[config.mk]
export PLATFORM = sky130hd
export DESIGN_NAME = matrix_multiply
export DESIGN_NICKNAME = d
export VERILOG_FILES = /design/src/mm_pkg.sv /design/src/mm_seq.sv /design/src/mm_dpath.sv /design/src/matrix_multiply.sv
export SDC_FILE = /design/constraint.sdc
export NUM_CORES = 2
export LEC_CHECK = 0
export BUFFER_PORTS_ARGS = -buffer_cell sky130_fd_sc_hd__buf_2
export CORE_MARGIN = 8
export CORE_UTILIZATION = 44
export DETAILED_ROUTE_END_ITERATION = 8
export PLACE_DENSITY = 0.68
export SLEW_MARGIN = 20
export SYNTH_ARGS = -nofsm -noshare
export SYNTH_HDL_FRONTEND = slang
export SYNTH_SLANG_ARGS = --single-unit
[constraint.sdc]
create_clock -name clk -period 7.5 [get_ports clk]
set_clock_uncertainty 0.15 [all_clocks]
set_input_delay 0.75 -clock clk [delete_from_list [all_inputs] [get_ports clk]]
set_output_delay 0.75 -clock clk [all_outputs]
set_load 0.03 [all_outputs]
[src/mm_pkg.sv]
// Shared constants, step codes and control/status structs for the matrix multiply block.
// No dependencies; imported by every module of the block.
package mm_pkg;

    localparam int MAX_DIM   = 8;
    localparam int ELEM_BITS = 16;
    localparam int IDX_W     = 3;
    localparam int DIM_W     = 4;
    localparam int ADDR_W    = 2 * IDX_W;
    localparam int DEPTH     = 1 << ADDR_W;
    localparam int PROD_W    = 2 * ELEM_BITS;
    localparam int ACC_W     = 35;
    localparam int CFG_IDX_W = 3;

    localparam logic [1:0] OP_LOAD_A  = 2'd0;
    localparam logic [1:0] OP_LOAD_B  = 2'd1;
    localparam logic [1:0] OP_COMPUTE = 2'd2;

    localparam logic [CFG_IDX_W-1:0] REG_A_ROWS = 3'd0;
    localparam logic [CFG_IDX_W-1:0] REG_A_COLS = 3'd1;
    localparam logic [CFG_IDX_W-1:0] REG_B_ROWS = 3'd2;
    localparam logic [CFG_IDX_W-1:0] REG_B_COLS = 3'd3;

    localparam int STEP_W = 4;
    localparam logic [STEP_W-1:0] ST_IDLE  = 4'd0;
    localparam logic [STEP_W-1:0] ST_CHECK = 4'd1;
    localparam logic [STEP_W-1:0] ST_ROW   = 4'd2;
    localparam logic [STEP_W-1:0] ST_CELL  = 4'd3;
    localparam logic [STEP_W-1:0] ST_READ  = 4'd4;
    localparam logic [STEP_W-1:0] ST_MUL   = 4'd5;
    localparam logic [STEP_W-1:0] ST_ACC   = 4'd6;
    localparam logic [STEP_W-1:0] ST_EMIT  = 4'd7;
    localparam logic [STEP_W-1:0] ST_NROW  = 4'd8;
    localparam logic [STEP_W-1:0] ST_DONE  = 4'd9;
    localparam logic [STEP_W-1:0] ST_ERR   = 4'd10;

    localparam logic [2:0] COND_NEXT   = 3'd0;
    localparam logic [2:0] COND_ALWAYS = 3'd1;
    localparam logic [2:0] COND_NO_GO  = 3'd2;
    localparam logic [2:0] COND_DIMERR = 3'd3;
    localparam logic [2:0] COND_K_MORE = 3'd4;
    localparam logic [2:0] COND_J_MORE = 3'd5;
    localparam logic [2:0] COND_I_MORE = 3'd6;

    typedef struct packed {
        logic              clr_i;
        logic              inc_i;
        logic              clr_j;
        logic              inc_j;
        logic              clr_k;
        logic              inc_k;
        logic              clr_acc;
        logic              rd_en;
        logic              mul_en;
        logic              acc_en;
        logic              emit;
        logic              emit_err;
        logic [2:0]        cond;
        logic [STEP_W-1:0] target;
    } ctrl_t;

    typedef struct packed {
        logic go;
        logic dim_err;
        logic k_more;
        logic j_more;
        logic i_more;
    } stat_t;

    function automatic logic [DIM_W-1:0] clamp_dim(input logic [DIM_W-1:0] v);
        logic [DIM_W-1:0] r;
        begin
            r = v;
            if (v == '0)
            begin
                r = DIM_W'(1);
            end
            else if (v > DIM_W'(MAX_DIM))
            begin
                r = DIM_W'(MAX_DIM);
            end
            return r;
        end
    endfunction

endpackage

[src/mm_seq.sv]
// Microcode sequencer: step counter, control ROM and conditional jump logic.
// Depends on mm_pkg for step codes, condition codes and the ctrl_t/stat_t structs.
module mm_seq
    import mm_pkg::*;
(
    input  logic  clk,
    input  logic  rst_n,
    input  stat_t stat,
    output ctrl_t ctrl,
    output logic  busy
);

    logic [STEP_W-1:0] pc_reg;
    logic [STEP_W-1:0] pc_next;
    logic              take;

    function automatic ctrl_t rom_word(input logic [STEP_W-1:0] step);
        ctrl_t w;
        begin
            w = '0;
            case (step)
                ST_IDLE:
                begin
                    w.cond   = COND_NO_GO;
                    w.target = ST_IDLE;
                end
                ST_CHECK:
                begin
                    w.clr_i  = 1'b1;
                    w.cond   = COND_DIMERR;
                    w.target = ST_ERR;
                end
                ST_ROW:
                begin
                    w.clr_j = 1'b1;
                end
                ST_CELL:
                begin
                    w.clr_k   = 1'b1;
                    w.clr_acc = 1'b1;
                end
                ST_READ:
                begin
                    w.rd_en = 1'b1;
                end
                ST_MUL:
                begin
                    w.mul_en = 1'b1;
                end
                ST_ACC:
                begin
                    w.acc_en = 1'b1;
                    w.inc_k  = 1'b1;
                    w.cond   = COND_K_MORE;
                    w.target = ST_READ;
                end
                ST_EMIT:
                begin
                    w.emit   = 1'b1;
                    w.inc_j  = 1'b1;
                    w.cond   = COND_J_MORE;
                    w.target = ST_CELL;
                end
                ST_NROW:
                begin
                    w.inc_i  = 1'b1;
                    w.cond   = COND_I_MORE;
                    w.target = ST_ROW;
                end
                ST_DONE:
                begin
                    w.cond   = COND_ALWAYS;
                    w.target = ST_IDLE;
                end
                ST_ERR:
                begin
                    w.emit_err = 1'b1;
                    w.cond     = COND_ALWAYS;
                    w.target   = ST_IDLE;
                end
                default:
                begin
                    w.cond   = COND_ALWAYS;
                    w.target = ST_IDLE;
                end
            endcase
            return w;
        end
    endfunction

    assign ctrl = rom_word(pc_reg);
    assign busy = (pc_reg != ST_IDLE);

    always_comb
    begin
        case (ctrl.cond)
            COND_NEXT:   take = 1'b0;
            COND_ALWAYS: take = 1'b1;
            COND_NO_GO:  take = !stat.go;
            COND_DIMERR: take = stat.dim_err;
            COND_K_MORE: take = stat.k_more;
            COND_J_MORE: take = stat.j_more;
            COND_I_MORE: take = stat.i_more;
            default:     take = 1'b1;
        endcase
        pc_next = take ? ctrl.target : pc_reg + STEP_W'(1);
    end

    always_ff @(posedge clk or negedge rst_n)
    begin
        if (!rst_n)
        begin
            pc_reg <= ST_IDLE;
        end
        else
        begin
            pc_reg <= pc_next;
        end
    end

endmodule

[src/mm_dpath.sv]
// Datapath: size registers, A/B element stores, loop counters, multiply-accumulate and result regs.
// Depends on mm_pkg; driven by the control word from mm_seq.
module mm_dpath
    import mm_pkg::*;
(
    input  logic                        clk,
    input  logic                        rst_n,
    input  ctrl_t                       ctrl,
    input  logic                        accept,
    input  logic [1:0]                  opcode,
    input  logic [IDX_W-1:0]            row_index,
    input  logic [IDX_W-1:0]            col_index,
    input  logic signed [ELEM_BITS-1:0] element_value,
    input  logic                        cfg_write,
    input  logic [CFG_IDX_W-1:0]        cfg_index,
    input  logic [DIM_W-1:0]            cfg_data,
    output stat_t                       stat,
    output logic                        out_valid,
    output logic [IDX_W-1:0]            out_row,
    output logic [IDX_W-1:0]            out_col,
    output logic signed [ACC_W-1:0]     product_value,
    output logic                        dim_error,
    output logic                        last
);

    logic [DIM_W-1:0] a_rows_reg, a_cols_reg, b_rows_reg, b_cols_reg;

    logic [ELEM_BITS-1:0] a_mem [DEPTH];
    logic [ELEM_BITS-1:0] b_mem [DEPTH];
    logic [DEPTH-1:0]     a_vld_reg;
    logic [DEPTH-1:0]     b_vld_reg;

    logic [IDX_W-1:0] i_reg, j_reg, k_reg;

    logic [ELEM_BITS-1:0]     a_rd_reg, b_rd_reg;
    logic                     a_rv_reg, b_rv_reg;
    logic signed [PROD_W-1:0] prod_reg;
    logic signed [ACC_W-1:0]  acc_reg;

    logic                     out_valid_reg;
    logic [IDX_W-1:0]         out_row_reg, out_col_reg;
    logic signed [ACC_W-1:0]  out_val_reg;
    logic                     out_err_reg, out_last_reg;

    logic              wr_a, wr_b;
    logic [ADDR_W-1:0] wr_addr, a_rd_addr, b_rd_addr;
    logic              i_last, j_last;
    logic signed [ELEM_BITS-1:0] a_op, b_op;

    assign wr_addr   = {row_index, col_index};
    assign wr_a      = accept && (opcode == OP_LOAD_A)
                       && ({1'b0, row_index} < a_rows_reg) && ({1'b0, col_index} < a_cols_reg);
    assign wr_b      = accept && (opcode == OP_LOAD_B)
                       && ({1'b0, row_index} < b_rows_reg) && ({1'b0, col_index} < b_cols_reg);
    assign a_rd_addr = {i_reg, k_reg};
    assign b_rd_addr = {k_reg, j_reg};

    assign i_last = ({1'b0, i_reg} + DIM_W'(1)) == a_rows_reg;
    assign j_last = ({1'b0, j_reg} + DIM_W'(1)) == b_cols_reg;

    assign stat.go      = accept && (opcode == OP_COMPUTE);
    assign stat.dim_err = (a_cols_reg != b_rows_reg);
    assign stat.k_more  = ({1'b0, k_reg} + DIM_W'(1)) != a_cols_reg;
    assign stat.j_more  = !j_last;
    assign stat.i_more  = !i_last;

    // Entries never written since reset read as zero.
    assign a_op = a_rv_reg ? $signed(a_rd_reg) : '0;
    assign b_op = b_rv_reg ? $signed(b_rd_reg) : '0;

    always_ff @(posedge clk or negedge rst_n)
    begin
        if (!rst_n)
        begin
            a_rows_reg <= DIM_W'(MAX_DIM);
            a_cols_reg <= DIM_W'(MAX_DIM);
            b_rows_reg <= DIM_W'(MAX_DIM);
            b_cols_reg <= DIM_W'(MAX_DIM);
        end
        else if (cfg_write)
        begin
            case (cfg_index)
                REG_A_ROWS: a_rows_reg <= clamp_dim(cfg_data);
                REG_A_COLS: a_cols_reg <= clamp_dim(cfg_data);
                REG_B_ROWS: b_rows_reg <= clamp_dim(cfg_data);
                REG_B_COLS: b_cols_reg <= clamp_dim(cfg_data);
                default:    ;
            endcase
        end
    end

    always_ff @(posedge clk or negedge rst_n)
    begin
        if (!rst_n)
        begin
            a_vld_reg <= '0;
            b_vld_reg <= '0;
        end
        else
        begin
            if (wr_a)
            begin
                a_vld_reg[wr_addr] <= 1'b1;
            end
            if (wr_b)
            begin
                b_vld_reg[wr_addr] <= 1'b1;
            end
        end
    end

    always_ff @(posedge clk)
    begin
        if (wr_a)
        begin
            a_mem[wr_addr] <= element_value;
        end
        if (ctrl.rd_en)
        begin
            a_rd_reg <= a_mem[a_rd_addr];
            a_rv_reg <= a_vld_reg[a_rd_addr];
        end
    end

    always_ff @(posedge clk)
    begin
        if (wr_b)
        begin
            b_mem[wr_addr] <= element_value;
        end
        if (ctrl.rd_en)
        begin
            b_rd_reg <= b_mem[b_rd_addr];
            b_rv_reg <= b_vld_reg[b_rd_addr];
        end
    end

    always_ff @(posedge clk or negedge rst_n)
    begin
        if (!rst_n)
        begin
            i_reg <= '0;
            j_reg <= '0;
            k_reg <= '0;
        end
        else
        begin
            if (ctrl.clr_i)
            begin
                i_reg <= '0;
            end
            else if (ctrl.inc_i)
            begin
                i_reg <= i_reg + IDX_W'(1);
            end
            if (ctrl.clr_j)
            begin
                j_reg <= '0;
            end
            else if (ctrl.inc_j)
            begin
                j_reg <= j_reg + IDX_W'(1);
            end
            if (ctrl.clr_k)
            begin
                k_reg <= '0;
            end
            else if (ctrl.inc_k)
            begin
                k_reg <= k_reg + IDX_W'(1);
            end
        end
    end

    always_ff @(posedge clk)
    begin
        if (ctrl.mul_en)
        begin
            prod_reg <= a_op * b_op;
        end
        if (ctrl.clr_acc)
        begin
            acc_reg <= '0;
        end
        else if (ctrl.acc_en)
        begin
            acc_reg <= acc_reg + ACC_W'(prod_reg);
        end
    end

    always_ff @(posedge clk or negedge rst_n)
    begin
        if (!rst_n)
        begin
            out_valid_reg <= 1'b0;
        end
        else
        begin
            out_valid_reg <= ctrl.emit || ctrl.emit_err;
        end
    end

    always_ff @(posedge clk)
    begin
        if (ctrl.emit_err)
        begin
            out_row_reg  <= '0;
            out_col_reg  <= '0;
            out_val_reg  <= '0;
            out_err_reg  <= 1'b1;
            out_last_reg <= 1'b1;
        end
        else if (ctrl.emit)
        begin
            out_row_reg  <= i_reg;
            out_col_reg  <= j_reg;
            out_val_reg  <= acc_reg;
            out_err_reg  <= 1'b0;
            out_last_reg <= i_last && j_last;
        end
    end

    assign out_valid     = out_valid_reg;
    assign out_row       = out_row_reg;
    assign out_col       = out_col_reg;
    assign product_value = out_val_reg;
    assign dim_error     = out_err_reg;
    assign last          = out_last_reg;

endmodule

[src/matrix_multiply.sv]
// Top level of the fixed-point matrix multiply block: sequencer plus datapath.
// Depends on mm_pkg, mm_seq and mm_dpath.
//
//   Channel   Handshake              Payload
//   --------  ---------------------  ---------------------------------------------------
//   command   start, busy            opcode, row_index, col_index, element_value
//   result    out_valid (strobe)     out_row, out_col, product_value, dim_error, last
//   config    cfg_write              cfg_index, cfg_data
//
// A load is taken while idle; busy stays low. A compute transfer runs the three-step
// read/multiply/accumulate microcode loop over the single multiplier N times for each
// of the R*C results, for R = a_rows, C = b_cols, N = a_cols. A size mismatch returns
// one error result and busy drops after the ERR step. Reset idles the sequencer, sets
// the size registers to MAX_DIM and clears the store valid bits at once; no clearing
// pass. Each result shows for one cycle and cannot be stalled.
module matrix_multiply
    import mm_pkg::*;
(
    input  logic                        clk,
    input  logic                        rst_n,
    input  logic                        start,
    output logic                        busy,
    input  logic [1:0]                  opcode,
    input  logic [IDX_W-1:0]            row_index,
    input  logic [IDX_W-1:0]            col_index,
    input  logic signed [ELEM_BITS-1:0] element_value,
    input  logic                        cfg_write,
    input  logic [CFG_IDX_W-1:0]        cfg_index,
    input  logic [DIM_W-1:0]            cfg_data,
    output logic                        out_valid,
    output logic [IDX_W-1:0]            out_row,
    output logic [IDX_W-1:0]            out_col,
    output logic signed [ACC_W-1:0]     product_value,
    output logic                        dim_error,
    output logic                        last
);

    ctrl_t ctrl;
    stat_t stat;
    logic  accept;

    assign accept = start && !busy;

    mm_seq u_seq (
        .clk   (clk),
        .rst_n (rst_n),
        .stat  (stat),
        .ctrl  (ctrl),
        .busy  (busy)
    );

    mm_dpath u_dpath (
        .clk           (clk),
        .rst_n         (rst_n),
        .ctrl          (ctrl),
        .accept        (accept),
        .opcode        (opcode),
        .row_index     (row_index),
        .col_index     (col_index),
        .element_value (element_value),
        .cfg_write     (cfg_write),
        .cfg_index     (cfg_index),
        .cfg_data      (cfg_data),
        .stat          (stat),
        .out_valid     (out_valid),
        .out_row       (out_row),
        .out_col       (out_col),
        .product_value (product_value),
        .dim_error     (dim_error),
        .last          (last)
    );

endmodule

==> results.py <==
metrics = {
    "place": {
        "hpwl_mm": 157,
        "dp_slack_ns": 0.155,
        "routabilityCongestion": 0.926,
        "numPortBuffers": 79,
    },
    "worst_setup_path": {
        "critPathMaxStageDelay_ns": 0.53,
        "worstPathRequired_ns": 7.97,
        "setup.worst_path.end_class": "flop",
        "cp.arrival_ns": 7.61,
        "crit_path_start_kind": "flop",
        "cp_max_fo": 26,
        "path_common_cell": "fa_1",
        "crit_type": "reg -> reg",
        "worst_path_max_delay_cell": "fa_1",
        "critical_path.cell_chain": "buf_4 > and2_1 > nand2_1 > fa_1 > fa_1 > fa_1 > inv_1 > fa_1 > fa_1 > inv_1 > fa_1 > inv_1 > ha_1 > and4_1 > nor3b_1 > o21ai_0 > a2111oi_4 > nor2_1 > o311a_1 > o21bai_1 > a21oi_1 > xnor2_1",
    },
    "hold_path": {
        "hold_class": "in -> reg",
    },
    "floorplanning": {
        "pin_count": 80,
        "fp.dieH_um": 497,
        "coreArea_um2": 230000,
        "dieArea_um2": 247000,
        "row_count": 176,
        "die_w_um": 497,
        "start_util": 0.442,
    },
    "synthesis": {
        "avgSynthCellArea_um2": 17.4,
        "ys.flop_type": "edfxtp_1",
        "synth_fp_nets": 6260,
        "netlist_area_um2": 102000,
        "yosys_warnings": 0,
        "ys_ff_latch": 2350,
        "ys_types": 74,
        "synth_edf_count": 2114,
        "synth-async-reset-ratio": 0.0672,
        "ys_seq_area_frac": 0.679,
        "synthCells": 5831,
    },
    "timing": {
        "period_minus_slack_ns": 7.14,
        "fin_ws_ns": 0.365,
        "relSlewSlack": 0.189,
        "drv_slew": 0,
        "fmax_ghz": 0.140,
        "hold_ws_ns": 0.125,
        "setup_violations": 0,
        "min_period_over_period": 0.951,
        "tns_ns": 0,
        "rsz0062_at_grt": "no",
        "worstMarginPinSlew_ns": 1.22,
        "hold_viol_final": 0,
    },
    "cells_and_area": {
        "layout-drive-gt1-share": 0.226,
        "reg.largest.list": "u_dpath.a_mem x1024, u_dpath.b_mem x1024",
        "syn2layout_area_growth_pct": 12.4,
        "final_common_cell": "edfxtp_1",
        "nets": 6508,
        "final_cell_mix": "edfxtp_1, mux4_2, nand2_1",
        "fillers": 18700,
    },
    "cts": {
        "clk_path_buf_depth": 3,
        "clock-sinks": 2350,
        "cts.clk_slew.worst_paths_ns": 0.06,
        "h-tree-depth": 4,
        "clock_latency_ns": 0.87,
        "cts_tree": "done",
        "numCtsBuffers": 231,
        "cts_root_buffer": "clkbuf_16",
    },
    "global_routing": {
        "grt_pass1_vias": 54900,
        "grt_max_degree": 133,
        "grt_pass1_wl_mm": 375,
        "antenna_found_initial": 14,
        "grt_use_total": 0.207,
        "grt-ovfl-total": 0,
    },
    "routing": {
        "dr.pass1.iters": 6,
        "postRouteAntennaNets": 0,
        "finalWirelength_mm": 257,
        "drcViolationCount": 0,
        "avgRoutedWirePerCell_um": 27.6,
        "vias": 53900,
        "detail_route.iter0.violations": 5478,
        "via_per_inst": 5.79,
    },
    "power_and_ir_drop": {
        "p_leak_uw": 0.0388,
        "ir_worst_vdd_v": 0.000222,
        "power.total_uw": 33400,
        "power_density_nw_per_um2": 293,
    },
    "status": {
        "outcome": "completed",
    },
    "run": {
        "drv_cap": 0,
    },
}
-- timing repair --
item / in CTS / in global routing
gates resized for setup: 0 / 2
buffers inserted: 0 / 3
hold buffers: 1 / 0
endpoints found under the hold margin: 73 / 0
setup endpoints to repair: 0 / 5
-- cell families (layout without fill, tap and decap cells) --
| kind of cell | count (synthesis) | in the layout | share of synthesized area |
|---|---|---|---|
| AOI/OAI and AO/OA | 628 | 628 | 0.0377 |
| xor gates and xnor gates | 72 | 72 | 0.00620 |
| adders and majority gates | 394 | 394 | 0.0679 |
| buffers and inverters | 592 | 1044 | 0.0232 |
| DFF | 2350 | 2350 | 0.679 |
| muxes | 797 | 797 | 0.142 |
| other | 0 | 6 | 0 |
| and+or+nand+nor | 998 | 998 | 0.0440 |
-- metal layers --
layer	global-route usage	part of all wire	routed length (um)	up-vias
met1	0.284	0.41	105000	28500
met3	0.0355	0.073	18600	412
met5	0	0.000043	11	-
met4	0.0629	0.031	8090	2
met2	0.341	0.49	125000	2183
li1	-	-	-	22900
-- synthesized netlist by cell type, types with 67 or more instances --
library cell,instances,share of area
a21oi_1,253,0.012
ha_1,131,0.016
buf_2,67,0.0033
or2_2,132,0.0081
o221ai_1,75,0.0065
dfrtp_1,154,0.038
inv_1,309,0.011
mux2i_1,213,0.021
mux4_2,508,0.11
o21ai_0,122,0.0060
nor2_1,324,0.012
fa_1,263,0.052
mux2_2,76,0.0084
o22ai_1,67,0.0041
clkbuf_1,183,0.0068
edfxtp_1,2114,0.62
dfxtp_1,78,0.015
nand2_1,380,0.014
-- final cells by class --
type	instances	area (um^2)	share of cell area
inverter	309	1160	0.0102
antenna	6	15.0	0.000131
clock inverter	126	1260	0.0110
multi-input combinational	2889	30400	0.267
tap	3026	3790	0.0332
sequential	2350	69000	0.604
clock buffer	311	6260	0.0548
timing repair buffer	298	2240	0.0196
-- through the flow --
stage | utilization | instances | instance area (um^2)
global placement | 0.463 | 8866 | 107000
CTS | 0.496 | 9305 | 114000
floorplan | - | 5831 | 102000
finish | 0.497 | 9315 | 114000
detailed placement | 0.464 | 8867 | 107000
global route | 0.497 | 9309 | 114000
-- worst paths after layout --
check | to | slack, ns | depth (start not counted) | from
worst min register to register | u_dpath.dim_error$_SDFFE_PP1P_ | 0.30 | 1 | u_dpath.dim_error$_SDFFE_PP1P_
worst max-delay path | u_dpath.prod_reg[31]$_DFFE_PN_ | 0.36 | 22 | u_dpath.b_rv_reg$_DFFE_PP_
worst max register to register | u_dpath.prod_reg[31]$_DFFE_PN_ | 0.36 | 22 | u_dpath.b_rv_reg$_DFFE_PP_
worst min-delay path | u_dpath.b_cols_reg[0]$_DFFE_PN0P_ | 0.12 | 2 | cfg_data[3]
max in group asynchronous | u_dpath.a_vld_reg[54]$_DFFE_PN0P_ | 5.80 | 3 | rst_n
min in group asynchronous | u_dpath.b_vld_reg[57]$_DFFE_PN0P_ | 0.32 | 2 | rst_n
-- worst max-delay path: cells and delay by family (launching register included) --
kind / cells / cell delay (ns)
fa+ha+maj: 7 / 3.35
compound gates: 5 / 1.32
simple gates: 5 / 1.22
buf+inv: 4 / 0.41
flops: 1 / 0.33
xor+xnor: 1 / 0.12
-- power breakdown --
part | switching, uW | internal (uW) | leakage [uW]
sequential | 265 | 14600 | 0.0218
clock | 4980 | 6460 | 0.00364
combinational | 4150 | 3000 | 0.0134
No activity file was read; power rests on OpenSTA's default activity.
